--- src/rtl/adi_pkg.sv ---
// Shared types and constants for the audio DMA interface.
package adi_pkg;

   localparam int DATA_W  = 32;
   localparam int LEN_W   = 18;
   localparam int DAC_W   = 14;
   localparam int BIT_W   = 4;
   localparam int MADDR_W = 24;
   localparam int DIVR_W  = DAC_W + 1;

   localparam logic [1:0] OP_READ  = 2'd0;
   localparam logic [1:0] OP_WRITE = 2'd1;
   localparam logic [1:0] OP_TICK  = 2'd2;

   localparam logic [2:0] REG_ADDR    = 3'd0;
   localparam logic [2:0] REG_LEN     = 3'd1;
   localparam logic [2:0] REG_CONTROL = 3'd2;
   localparam logic [2:0] REG_STATUS  = 3'd3;
   localparam logic [2:0] REG_DACRATE = 3'd4;
   localparam logic [2:0] REG_BITRATE = 3'd5;

   localparam logic [DATA_W-1:0] CLOCK_RATE_RESET = 32'd93750000;
   localparam logic [DATA_W-1:0] STATUS_BASE      = 32'h0110_0000;
   localparam logic [DATA_W-1:0] STATUS_FULL      = 32'h8000_0001;
   localparam logic [DATA_W-1:0] STATUS_BUSY      = 32'h4000_0000;

   typedef enum logic [2:0] {
      ST_IDLE       = 3'b001,
      ST_DIV_FREQ   = 3'b010,
      ST_DIV_PERIOD = 3'b100
   } adi_state_type;

   typedef struct packed {
      logic exec;
      logic out_load;
      logic div_start;
      logic div_period;
      logic period_load;
   } adi_cmd_type;

   typedef struct packed {
      logic dacrate_wr;
      logic div_done;
   } adi_sts_type;

endpackage

--- src/rtl/adi_div.sv ---
// Iterative restoring divider that produces one quotient bit per cycle.
module adi_div (
   input  logic                       clock,
   input  logic                       reset,
   input  logic                       start,
   input  logic [adi_pkg::DATA_W-1:0] dividend,
   input  logic [adi_pkg::DATA_W-1:0] divisor,
   output logic [adi_pkg::DATA_W-1:0] quotient,
   output logic                       done
);
   import adi_pkg::*;

   localparam int CNT_W = $clog2(DATA_W);

   logic [DATA_W-1:0] quot_ff, quot_in;
   logic [DATA_W-1:0] rem_ff, rem_in;
   logic [DATA_W-1:0] dvs_ff, dvs_in;
   logic [CNT_W-1:0]  cnt_ff, cnt_in;
   logic              busy_ff, busy_in;
   logic              done_ff, done_in;
   logic [DATA_W:0]   trial;
   logic [DATA_W:0]   diff;

   always_comb begin
      trial   = {rem_ff, quot_ff[DATA_W-1]};
      diff    = trial - {1'b0, dvs_ff};
      quot_in = quot_ff;
      rem_in  = rem_ff;
      dvs_in  = dvs_ff;
      cnt_in  = cnt_ff;
      busy_in = busy_ff;
      done_in = done_ff;
      if (start) begin
         quot_in = dividend;
         rem_in  = '0;
         dvs_in  = divisor;
         cnt_in  = '0;
         busy_in = 1'b1;
         done_in = 1'b0;
      end else if (busy_ff) begin
         if (!diff[DATA_W]) begin
            rem_in  = diff[DATA_W-1:0];
            quot_in = {quot_ff[DATA_W-2:0], 1'b1};
         end else begin
            rem_in  = trial[DATA_W-1:0];
            quot_in = {quot_ff[DATA_W-2:0], 1'b0};
         end
         cnt_in = cnt_ff + CNT_W'(1);
         if (cnt_ff == CNT_W'(DATA_W - 1)) begin
            busy_in = 1'b0;
            done_in = 1'b1;
         end
      end
   end

   always_ff @(posedge clock) begin
      quot_ff <= quot_in;
      rem_ff  <= rem_in;
      dvs_ff  <= dvs_in;
      if (reset) begin
         cnt_ff  <= '0;
         busy_ff <= 1'b0;
         done_ff <= 1'b0;
      end else begin
         cnt_ff  <= cnt_in;
         busy_ff <= busy_in;
         done_ff <= done_in;
      end
   end

   assign quotient = quot_ff;
   assign done     = done_ff;

endmodule

--- src/rtl/adi_dp.sv ---
// Datapath: DMA registers, transfer queue, sample timer and result register.
module adi_dp #(
   parameter int DRAM_ADDR_BITS = 24
) (
   input  logic                        clock,
   input  logic                        reset,
   input  adi_pkg::adi_cmd_type        cmd,
   output adi_pkg::adi_sts_type        sts,
   input  logic [1:0]                  opcode,
   input  logic [2:0]                  reg_index,
   input  logic [adi_pkg::DATA_W-1:0]  write_data,
   input  logic                        csr_wr_en,
   input  logic [adi_pkg::DATA_W-1:0]  csr_wr_data,
   output logic [adi_pkg::DATA_W-1:0]  read_data,
   output logic                        mem_fetch,
   output logic [adi_pkg::MADDR_W-1:0] mem_address,
   output logic                        irq_raise,
   output logic                        irq_clear
);
   import adi_pkg::*;

   localparam int AW = DRAM_ADDR_BITS;

   logic [DATA_W-1:0] clk_rate_ff, clk_rate_in;
   logic [AW-1:0]     cur_addr_ff, cur_addr_in;
   logic [LEN_W-1:0]  cur_len_ff, cur_len_in;
   logic [AW-1:0]     q_addr_ff, q_addr_in;
   logic [LEN_W-1:0]  q_len_ff, q_len_in;
   logic [1:0]        pend_ff, pend_in;
   logic              run_ff, run_in;
   logic [DAC_W-1:0]  dac_ff, dac_in;
   logic [BIT_W-1:0]  bit_ff, bit_in;
   logic [DATA_W-1:0] period_ff, period_in;
   logic [DATA_W-1:0] cdown_ff, cdown_in;

   logic [DATA_W-1:0]  rdata_ff, rdata_in;
   logic               fetch_ff, fetch_in;
   logic [MADDR_W-1:0] maddr_ff, maddr_in;
   logic               raise_ff, raise_in;
   logic               clear_ff, clear_in;

   logic [AW-1:0]     addr_wr;
   logic [LEN_W-1:0]  len_wr;
   logic [LEN_W-1:0]  len_dec;
   logic [DIVR_W-1:0] dac_div;
   logic [DATA_W-1:0] div_divisor;
   logic [DATA_W-1:0] div_quot;
   logic              div_done;
   logic [DATA_W-1:0] freq;

   adi_div u_div (
      .clock    (clock),
      .reset    (reset),
      .start    (cmd.div_start),
      .dividend (clk_rate_ff),
      .divisor  (div_divisor),
      .quotient (div_quot),
      .done     (div_done)
   );

   always_comb begin
      dac_div     = {1'b0, write_data[DAC_W-1:0]} + DIVR_W'(1);
      freq        = (div_quot == '0) ? DATA_W'(1) : div_quot;
      div_divisor = cmd.div_period ? freq : DATA_W'(dac_div);
      sts.dacrate_wr = (opcode == OP_WRITE) && (reg_index == REG_DACRATE);
      sts.div_done   = div_done;
   end

   always_comb begin
      addr_wr     = {write_data[AW-1:3], 3'b000};
      len_wr      = {write_data[LEN_W-1:3], 3'b000};
      len_dec     = cur_len_ff - LEN_W'(4);
      clk_rate_in = csr_wr_en ? csr_wr_data : clk_rate_ff;
      cur_addr_in = cur_addr_ff;
      cur_len_in  = cur_len_ff;
      q_addr_in   = q_addr_ff;
      q_len_in    = q_len_ff;
      pend_in     = pend_ff;
      run_in      = run_ff;
      dac_in      = dac_ff;
      bit_in      = bit_ff;
      period_in   = period_ff;
      cdown_in    = cdown_ff;
      rdata_in    = '0;
      fetch_in    = 1'b0;
      maddr_in    = '0;
      raise_in    = 1'b0;
      clear_in    = 1'b0;

      if (cmd.exec) begin
         case (opcode)
            OP_READ: begin
               case (reg_index)
                  REG_ADDR:    rdata_in = DATA_W'(cur_addr_ff);
                  REG_LEN:     rdata_in = DATA_W'(cur_len_ff);
                  REG_CONTROL: rdata_in = DATA_W'(run_ff);
                  REG_STATUS: begin
                     rdata_in = STATUS_BASE;
                     if (pend_ff > 2'd1) rdata_in = rdata_in | STATUS_FULL;
                     if (pend_ff > 2'd0) rdata_in = rdata_in | STATUS_BUSY;
                  end
                  REG_DACRATE: rdata_in = DATA_W'(dac_ff);
                  REG_BITRATE: rdata_in = DATA_W'(bit_ff);
                  default:     rdata_in = '0;
               endcase
            end
            OP_WRITE: begin
               case (reg_index)
                  REG_ADDR: begin
                     if (pend_ff == 2'd0) cur_addr_in = addr_wr;
                     else if (pend_ff == 2'd1) q_addr_in = addr_wr;
                  end
                  REG_LEN: begin
                     if (pend_ff < 2'd2 && len_wr != '0) begin
                        if (pend_ff == 2'd0) cur_len_in = len_wr;
                        else q_len_in = len_wr;
                        pend_in = pend_ff + 2'd1;
                     end
                  end
                  REG_CONTROL: begin
                     if (write_data[0] != run_ff) begin
                        run_in = write_data[0];
                        if (write_data[0]) cdown_in = period_ff;
                     end
                  end
                  REG_STATUS:  clear_in = 1'b1;
                  REG_DACRATE: dac_in = write_data[DAC_W-1:0];
                  REG_BITRATE: bit_in = write_data[BIT_W-1:0];
                  default: ;
               endcase
            end
            OP_TICK: begin
               if (run_ff) begin
                  if (cdown_ff > DATA_W'(1)) begin
                     cdown_in = cdown_ff - DATA_W'(1);
                  end else begin
                     cdown_in = period_ff;
                     if (pend_ff != 2'd0) begin
                        fetch_in    = 1'b1;
                        maddr_in    = cur_addr_ff[MADDR_W-1:0];
                        cur_addr_in = cur_addr_ff + AW'(4);
                        cur_len_in  = len_dec;
                        if (len_dec == '0) begin
                           raise_in = 1'b1;
                           pend_in  = pend_ff - 2'd1;
                           if (pend_ff == 2'd2) begin
                              cur_addr_in = q_addr_ff;
                              cur_len_in  = q_len_ff;
                           end
                        end
                     end
                  end
               end
            end
            default: ;
         endcase
      end

      if (cmd.period_load) begin
         period_in = div_quot;
         if (run_ff) cdown_in = div_quot;
      end
   end

   always_ff @(posedge clock) begin
      if (reset) begin
         clk_rate_ff <= CLOCK_RATE_RESET;
         cur_addr_ff <= '0;
         cur_len_ff  <= '0;
         q_addr_ff   <= '0;
         q_len_ff    <= '0;
         pend_ff     <= '0;
         run_ff      <= 1'b0;
         dac_ff      <= '0;
         bit_ff      <= '0;
         period_ff   <= '0;
         cdown_ff    <= '0;
      end else begin
         clk_rate_ff <= clk_rate_in;
         cur_addr_ff <= cur_addr_in;
         cur_len_ff  <= cur_len_in;
         q_addr_ff   <= q_addr_in;
         q_len_ff    <= q_len_in;
         pend_ff     <= pend_in;
         run_ff      <= run_in;
         dac_ff      <= dac_in;
         bit_ff      <= bit_in;
         period_ff   <= period_in;
         cdown_ff    <= cdown_in;
      end
   end

   always_ff @(posedge clock) begin
      if (cmd.out_load) begin
         rdata_ff <= rdata_in;
         fetch_ff <= fetch_in;
         maddr_ff <= maddr_in;
         raise_ff <= raise_in;
         clear_ff <= clear_in;
      end
   end

   assign read_data   = rdata_ff;
   assign mem_fetch   = fetch_ff;
   assign mem_address = maddr_ff;
   assign irq_raise   = raise_ff;
   assign irq_clear   = clear_ff;

endmodule

--- src/rtl/adi_ctrl.sv ---
// Controller: stream handshakes and sequencing of the sample period division.
module adi_ctrl (
   input  logic                 clock,
   input  logic                 reset,
   input  logic                 req_tvalid,
   output logic                 req_tready,
   output logic                 rsp_tvalid,
   input  logic                 rsp_tready,
   input  adi_pkg::adi_sts_type sts,
   output adi_pkg::adi_cmd_type cmd
);
   import adi_pkg::*;

   adi_state_type state_ff, state_in;
   logic          out_valid_ff, out_valid_in;
   logic          out_free;
   logic          accept;

   always_comb begin
      out_free     = !out_valid_ff || rsp_tready;
      req_tready   = (state_ff == ST_IDLE) && out_free;
      accept       = req_tvalid && req_tready;
      cmd          = '0;
      state_in     = state_ff;
      out_valid_in = out_valid_ff && !rsp_tready;
      case (state_ff)
         ST_IDLE: begin
            if (accept) begin
               cmd.exec = 1'b1;
               if (sts.dacrate_wr) begin
                  cmd.div_start = 1'b1;
                  state_in      = ST_DIV_FREQ;
               end else begin
                  cmd.out_load = 1'b1;
                  out_valid_in = 1'b1;
               end
            end
         end
         ST_DIV_FREQ: begin
            if (sts.div_done) begin
               cmd.div_start  = 1'b1;
               cmd.div_period = 1'b1;
               state_in       = ST_DIV_PERIOD;
            end
         end
         ST_DIV_PERIOD: begin
            if (sts.div_done && out_free) begin
               cmd.period_load = 1'b1;
               cmd.out_load    = 1'b1;
               out_valid_in    = 1'b1;
               state_in        = ST_IDLE;
            end
         end
         default: begin
            state_in = ST_IDLE;
         end
      endcase
   end

   always_ff @(posedge clock) begin
      if (reset) begin
         state_ff     <= ST_IDLE;
         out_valid_ff <= 1'b0;
      end else begin
         state_ff     <= state_in;
         out_valid_ff <= out_valid_in;
      end
   end

   assign rsp_tvalid = out_valid_ff;

endmodule

--- src/rtl/audio_dma_interface_top.sv ---
// Top level of the audio DMA interface: stream ports, controller and datapath.
//
// Register reads, register writes and clock ticks each load their result in the
// cycle in which they are taken, so a new transfer can be taken every cycle
// while the result side keeps up; a result still waiting at the output holds
// off the next transfer until the cycle in which it is taken. A write to the
// dacrate register holds off the next transfer while two 32-step divisions in
// the shared one-bit-per-cycle divider derive the sample period; the second
// division starts when the first is done, and when it is done and the result
// side is free the period and the result are loaded and the controller
// returns to idle.
module audio_dma_interface_top #(
   parameter int DRAM_ADDR_BITS = 24
) (
   input  logic        clock,
   input  logic        reset,
   input  logic        req_tvalid,
   output logic        req_tready,
   input  logic [31:0] req_tdata,  // write_data
   input  logic [4:0]  req_tuser,  // opcode[1:0], reg_index[4:2]
   output logic        rsp_tvalid,
   input  logic        rsp_tready,
   // read_data[31:0], mem_fetch[32], mem_address[56:33], irq_raise[57],
   // irq_clear[58], zero fill[63:59]
   output logic [63:0] rsp_tdata,
   input  logic        csr_wr_en,
   input  logic [31:0] csr_wr_data
);
   import adi_pkg::*;

   adi_cmd_type        cmd;
   adi_sts_type        sts;
   logic [DATA_W-1:0]  read_data;
   logic               mem_fetch;
   logic [MADDR_W-1:0] mem_address;
   logic               irq_raise;
   logic               irq_clear;

   adi_ctrl u_ctrl (
      .clock      (clock),
      .reset      (reset),
      .req_tvalid (req_tvalid),
      .req_tready (req_tready),
      .rsp_tvalid (rsp_tvalid),
      .rsp_tready (rsp_tready),
      .sts        (sts),
      .cmd        (cmd)
   );

   adi_dp #(
      .DRAM_ADDR_BITS (DRAM_ADDR_BITS)
   ) u_dp (
      .clock       (clock),
      .reset       (reset),
      .cmd         (cmd),
      .sts         (sts),
      .opcode      (req_tuser[1:0]),
      .reg_index   (req_tuser[4:2]),
      .write_data  (req_tdata),
      .csr_wr_en   (csr_wr_en),
      .csr_wr_data (csr_wr_data),
      .read_data   (read_data),
      .mem_fetch   (mem_fetch),
      .mem_address (mem_address),
      .irq_raise   (irq_raise),
      .irq_clear   (irq_clear)
   );

   assign rsp_tdata = {5'b0, irq_clear, irq_raise, mem_address, mem_fetch, read_data};

   a_fetch_alone: assert property (@(posedge clock) disable iff (reset)
      rsp_tvalid && mem_fetch |-> !irq_clear && read_data == '0)
      else $error("fetch result carries read data or an interrupt clear");

   a_raise_on_fetch: assert property (@(posedge clock) disable iff (reset)
      rsp_tvalid && irq_raise |-> mem_fetch)
      else $error("interrupt raised without a sample fetch");

   a_word_aligned: assert property (@(posedge clock) disable iff (reset)
      rsp_tvalid && mem_fetch |-> mem_address[1:0] == 2'b00)
      else $error("sample fetch address is not word aligned");

   a_result_follows: assert property (@(posedge clock) disable iff (reset)
      req_tvalid && req_tready
      && !(req_tuser[1:0] == OP_WRITE && req_tuser[4:2] == REG_DACRATE)
      |=> rsp_tvalid)
      else $error("no result after a single-cycle transfer");

endmodule

--- config.mk ---
export PLATFORM = sky130hd
export DESIGN_NAME = audio_dma_interface_top
export DESIGN_NICKNAME = d
export VERILOG_FILES = /design/src/rtl/adi_pkg.sv /design/src/rtl/adi_div.sv /design/src/rtl/adi_dp.sv /design/src/rtl/adi_ctrl.sv /design/src/rtl/audio_dma_interface_top.sv
export SDC_FILE = /design/constraint.sdc
export NUM_CORES = 1
export LEC_CHECK = 0
export BUFFER_PORTS_ARGS = -buffer_cell sky130_fd_sc_hd__buf_2
export CAP_MARGIN = 20
export CORE_AREA = 2 2 201 203
export DETAILED_ROUTE_END_ITERATION = 6
export DIE_AREA = 0 0 203 205
export PLACE_DENSITY = 0.68
export SLEW_MARGIN = 20
export SYNTH_ARGS = -nofsm -noshare
export SYNTH_HDL_FRONTEND = slang
export SYNTH_SLANG_ARGS = --single-unit
--- constraint.sdc ---
create_clock -name clock -period 9.9 [get_ports clock]
set_clock_uncertainty 0.15 [all_clocks]
set_input_delay 1.98 -clock clock [delete_from_list [all_inputs] [get_ports clock]]
set_output_delay 1.98 -clock clock [all_outputs]
set_load 0.05 [all_outputs]
==> flow_summary.toml, run 1 <==
[timing]
rsz0062_at_grt = "no"
tightest_slew_ns = 1.08
max_slew_margin_pct = 28.1
timing.final.crit_share_pct = 60.1
whs_ns = 0.307
setup_tns_ns = 0
hold_viol_final = 0
setup_violations = 0
drv_slew = 0
timing.final.crit_period_ns = 5.95
max_freq_mhz = 168

[global_routing]
grt.total_usage_pct = 26.5
overflow = 0
antenna_found_initial = 1
grt_pass1_wl_mm = 87.9
grt_pass1_vias = 16100
grt_max_degree = 117

[final_layout]
layout_commonest_cell = "nand2_1"
final_cell_mix = "385 x nand2_1, 233 x dfxtp_1, 213 x nor2_1, 209 x a21oi_1, 118 x buf_2"
seq_area_um2 = 8170
fin_nets = 2473
fillers = 3554
multiInputGateArea_um2 = 10400
area_delta_synth_final_pct = 11.0
drive_gt1_share_pct = 10.4
final_util_pct = 55.0
finalInstanceArea_um2 = 21600

[clock_tree]
cts-root-buf = "clkbuf_16"
cts_hold_buffers = 0
htreeDepth = 2
clock-sinks = 350
cts_setup_buffers = 0
cts_tree = "yes"
clock_path_buffers = 3
clkTransAtPathRegs_ns = 0.06
cts.repair.resized = 0
cts_buffers = 39
clk_latency_ns = 0.57

[floorplan]
fp.dieH_um = 205
boundaryPins = 140
die_w_um = 203
core_um2 = 39400
start_util_pct = 49.5
rows = 73
die-area_um2 = 41600

[worst_setup_path]
path_class = "in -> reg"
critPathArrivalTime_ns = 6.00
crit_chain = "buf_2 -> inv_1 -> ha_1 -> buf_4 -> clkinv_1 -> nor3_1 -> and2_1 -> nor2_4 -> buf_4 -> inv_2 -> buf_4 -> nor2_1 -> inv_1 -> buf_4"
cpMaxStageDelayCell = "and2_1"
cp_data_required_time_ns = 9.95
crit_top_cell = "buf_4"
cp-end-kind = "flop"
cp_max_fo = 77
cp_slowest_stage_delay_ns = 0.70
critPathLaunchType = "input port"

[yosys]
yosys.area.top_type = "dfxtp_1"
synth_edf_count = 116
syn_area_um2 = 19500
synth.distinct_cells = 84
synth_flop_cell = "dfxtp_1"
synth.avg_cell_area_um2 = 8.34
ys_ff_latch = 350
yosys_warnings = 0
syn-instance-count = 2338
yosysSeqAreaShare_pct = 41.9
synth_area_leaders = "dfxtp_1 24%, edfxtp_1 18%, nand2_1 7.4%"
postSynth.asyncResetShare_pct = 0
synth_top_area_share_pct = 24.0

[route]
drtIter0Drc = 1689
firstDrtPassIters = 5
wire_per_inst_um = 19.4
drcViolationCount = 0
wl_mm = 56.4
ant_nets = 0
vias = 17400
vias_per_cell = 5.97

[power_and_ir_drop]
power.density_nw_per_um2 = 211
vdd_drop_max_mv = 0.129
total_power_mw = 4.56
p_leak_nw = 8.40

[placed_design]
place.gp.congestion = 0.925
hpwl_mm = 37.4
place_area_um2 = 20300
io_buffers = 119

[min_path]
min_path_type = "reg -> reg"

[flow_run]
cap_violations = 0

[run_status]
status = "complete, no violations"
==> metrics by stage <==
step	instances	setup WS [ns]
2_1_floorplan	2349	3.12
3_3_place_gp	2836	3.43
3_5_place_dp	2836	3.37
4_1_cts	2908	3.96
5_1_grt	2909	3.62
6_report	2909	3.95
==> power by group <==
group | switching [mW] | internal [mW]
registers | 0.0931 | 1.58
clock network | 0.610 | 0.932
logic | 0.818 | 0.525
==> kinds of logic after synthesis <==
group | share of synthesized area, %
AOI/OAI and AO/OA | 18.4
xor gates and xnor gates | 3.50
adders and majority gates | 3.06
buffers and inverters | 5.19
DFF | 41.9
muxes | 5.95
other | 0.0192
and+or+nand+nor | 22.0
==> synth_stat cells (all sizes together) (8+ instances only) <==
cell and instances:
nand2 385, dfxtp 234, nor2 216, a21oi 209
clkbuf 141, edfxtp 116, o21ai 115, mux2i 99
nor3 70, inv 61, and2 48, ha 46
nand3 46, xnor2 42, buf 40, a211oi 38
xor2 36, o211ai 33, o22ai 29, a211o 25
nor4 24, nand4 23, a31oi 20, and3 19
nor2b 19, or3 18, a21o 16, nand2b 16
o21a 13, mux2 11, or4 9, o31ai 8
==> critical path, delay by kind of cell <==
family	cells	cell delay [ns]
buf+inv	9	2.25
simple gates	4	1.59
fa+ha+maj	1	0.14
==> final cells by class <==
class	count	share of cell area [%]
repair buffers	143	3.61
multi-input cells	1754	48.2
flip-flops and latches	350	37.8
inverters	64	1.11
clock buffers	52	5.02
well taps	525	3.04
diodes	1	0.0116
clock inverters	20	1.25
==> final timing paths <==
path	slack, ns	startpoint	cells past startpoint	endpoint
worst max-delay path	3.95	req_tuser[1]	14	u_dp.u_div.quotient[18]$_DFFE_PP_
worst min-delay path	0.31	u_dp.dac_ff[4]$_SDFFE_PP0P_	2	u_dp.dac_ff[4]$_SDFFE_PP0P_
worst max register to register	5.43	u_dp.cdown_ff[12]$_SDFF_PP0_	8	u_dp.cur_addr_ff[23]$_SDFFE_PP0P_
worst min register to register	0.31	u_dp.dac_ff[4]$_SDFFE_PP0P_	2	u_dp.dac_ff[4]$_SDFFE_PP0P_
==> state kept, by name (all words and copies together), names as in the netlist <==
register and cells:
u_ctrl.rsp_tvalid 1, u_ctrl.state_ff 3, u_dp.bit_ff 4, u_dp.cdown_ff 32, u_dp.clk_rate_ff 32, u_dp.cur_addr_ff 22
u_dp.cur_len_ff 16, u_dp.dac_ff 14, u_dp.irq_clear 1, u_dp.irq_raise 1, u_dp.mem_address 22, u_dp.mem_fetch 1
u_dp.pend_ff 2, u_dp.period_ff 32, u_dp.q_addr_ff 21, u_dp.q_len_ff 15, u_dp.read_data 27, u_dp.run_ff 1
u_dp.u_div.busy_ff 1, u_dp.u_div.cnt_ff 5, u_dp.u_div.done 1, u_dp.u_div.dvs_ff 32, u_dp.u_div.quotient 32, u_dp.u_div.rem_ff 32
==> per-layer routing <==
layer	part of all wire (%)	track usage [%]
met4	2.6	8.73
met3	8.4	4.37
met2	45	41.6
met5	0	0
met1	44	37.0
Power figures use the tool's default switching activity.
==> run 2, diff against run 1 <==
==> constraint.sdc (replaced) <==
create_clock -name clock -period 5.6 [get_ports clock]
set_clock_uncertainty 0.15 [all_clocks]
set_input_delay 1.12 -clock clock [delete_from_list [all_inputs] [get_ports clock]]
set_output_delay 1.12 -clock clock [all_outputs]
set_load 0.05 [all_outputs]
==> run 2 against run 1 <==
  * Setup slack worse by 2.9 ns
  * Register-to-register slack worse by 4.4 ns
  * Non-clock buffer count is 4 higher
  * Count of clock-buffer cells in the layout is 5 higher
  * Core utilization is 0.14 points lower
==> flow_summary.toml, run 2 (synthesis results as in run 1) <==
[timing]
setup_tns_ns = 0
rsz0062_at_grt = "no"
hold_viol_final = 0
setup_violations = 0
max_freq_mhz = 221
timing.final.crit_period_ns = 4.53
timing.final.crit_share_pct = 80.9
drv_slew = 0
max_slew_margin_pct = 24.9
tightest_slew_ns = 1.12

[worst_setup_path]
cp_data_required_time_ns = 5.88
cp-end-kind = "flop"
r2r_slack_ns = 1.07
rr_startpoint = "u_dp.cdown_ff[13]$_SDFF_PP0_"
critPathArrivalTime_ns = 4.81
critPathLaunchType = "flop"
path_buf_inv = 1
r2r_cells = 8
rr_endpoint = "u_dp.cur_addr_ff[22]$_SDFFE_PP0P_"
cpMaxStageDelayCell = "or4_1"
path_class = "reg -> reg"
cp_num_cells = 8
crit_chain = "nor4_1 -> nand4_1 -> or4_1 -> nor4_4 -> buf_4 -> o21a_1 -> nor2_1 -> a211oi_1"
cp_max_fo = 27
cp_top_family = "simple AND/OR/NAND/NOR gates"
cp_slowest_stage_delay_ns = 0.97

[min_path]
min_delay_path_depth = 2
min_path_type = "reg -> reg"
min-delay-start = "u_dp.dac_ff[3]$_SDFFE_PP0P_"
hold_end = "u_dp.dac_ff[3]$_SDFFE_PP0P_"

[floorplan]
die_w_um = 203
boundaryPins = 140
start_util_pct = 49.5
die-area_um2 = 41600
fp.dieH_um = 205
rows = 73
core_um2 = 39400

[route]
drtIter0Drc = 1541
wire_per_inst_um = 19.5
wl_mm = 56.7
drcViolationCount = 0
vias = 17500
vias_per_cell = 6.01
firstDrtPassIters = 6
ant_nets = 0

[clock_tree]
cts_hold_buffers = 0
cts-root-buf = "clkbuf_16"
clock-sinks = 350
clkTransAtPathRegs_ns = 0.06
cts_setup_buffers = 0
cts.repair.resized = 0
cts_buffers = 39
clk_latency_ns = 0.54
cts_tree = "yes"
htreeDepth = 2
clock_path_buffers = 3

[global_routing]
grt_pass1_vias = 16400
grt_pass1_wl_mm = 89.4
overflow = 0
antenna_found_initial = 4
grt_max_degree = 111
grt.total_usage_pct = 26.8

[placed_design]
io_buffers = 119
hpwl_mm = 38.3
place.gp.congestion = 0.905

[final_layout]
final_cell_mix = "385 x nand2_1, 233 x dfxtp_1, 214 x nor2_1, 209 x a21oi_1, 118 x buf_2"
area_delta_synth_final_pct = 10.7
multiInputGateArea_um2 = 10400
drive_gt1_share_pct = 10.2
final_util_pct = 54.8
seq_area_um2 = 8170
fin_nets = 2477
layout_commonest_cell = "nand2_1"
fillers = 3606

[power_and_ir_drop]
power.density_nw_per_um2 = 331
vdd_drop_max_mv = 0.190
p_leak_nw = 8.43

[run_status]
status = "complete, no violations"

[flow_run]
cap_violations = 0
[run 2: cell types whose count changed in the layout (fill, tap and decap cells not counted), sizes merged]
cell / change
clkinv: -1
clkinvlp: -1
bufinv: -3
diode: +1
buf: +4
inv: -1
clkbuf: +5
[run 2: per-layer routing]
layer	up-vias	global-route usage, %	part of all wire, %
li1	8325	-	-
met1	8405	38.0	45
met2	668	41.8	45
met3	98	4.33	7.9
met4	2	8.68	2.3
met5	-	0	0.023
[run 2: worst max path at each step]
stage	start	to	slack, ns
after floorplan	req_tuser[1]	u_dp.irq_clear$_SDFFCE_PN0P_	1.09
after global placement	u_dp.cdown_ff[13]$_SDFF_PP0_	u_dp.cur_len_ff[4]$_SDFFE_PP0P_	1.26
after detailed placement	u_dp.cdown_ff[13]$_SDFF_PP0_	u_dp.cur_len_ff[4]$_SDFFE_PP0P_	1.14
after CTS	u_dp.cdown_ff[13]$_SDFF_PP0_	u_dp.cur_len_ff[4]$_SDFFE_PP0P_	1.13
after global routing	u_dp.cdown_ff[14]$_SDFF_PP0_	u_dp.cur_addr_ff[22]$_SDFFE_PP0P_	0.65
final	u_dp.cdown_ff[13]$_SDFF_PP0_	u_dp.cur_addr_ff[22]$_SDFFE_PP0P_	1.07
[run 2: worst reg2reg max path, stage by stage (launching register included)]
cell and delay, ns:
dfxtp_1 0.35, nor4_1 0.64, nand4_1 0.50, or4_1 0.97
nor4_4 0.27, buf_4 0.33, o21a_1 0.86, nor2_1 0.09
a211oi_1 0.27
[run 2: final cells by class]
type | instances | area share (%)
antenna | 2 | 0.0232
clock buffer | 57 | 5.27
clock inverter | 14 | 0.649
inverter | 64 | 1.11
multi-input combinational | 1754 | 48.2
sequential | 350 | 37.9
tap | 525 | 3.04
timing repair buffer | 147 | 3.80
[run 2: metrics by stage]
step	worst slack (ns)	instances	area (µm²)	hold WS (ns)	power, mW
floorplan	1.09	2349	19500	0.283	4.23
global placement	1.26	2839	20300	0.289	4.57
detailed placement	1.14	2840	20300	0.298	4.60
CTS	1.13	2911	21600	0.306	7.16
global route	0.647	2913	21600	0.325	7.49
finish	1.07	2913	21600	0.305	7.14
[run 2: power breakdown]
part	internal, mW	switching (mW)	leakage (nW)
registers	2.79	0.161	2.99
logic	0.624	1.00	4.81
clock network	1.54	1.02	0.622
total	4.95	2.19	8.43
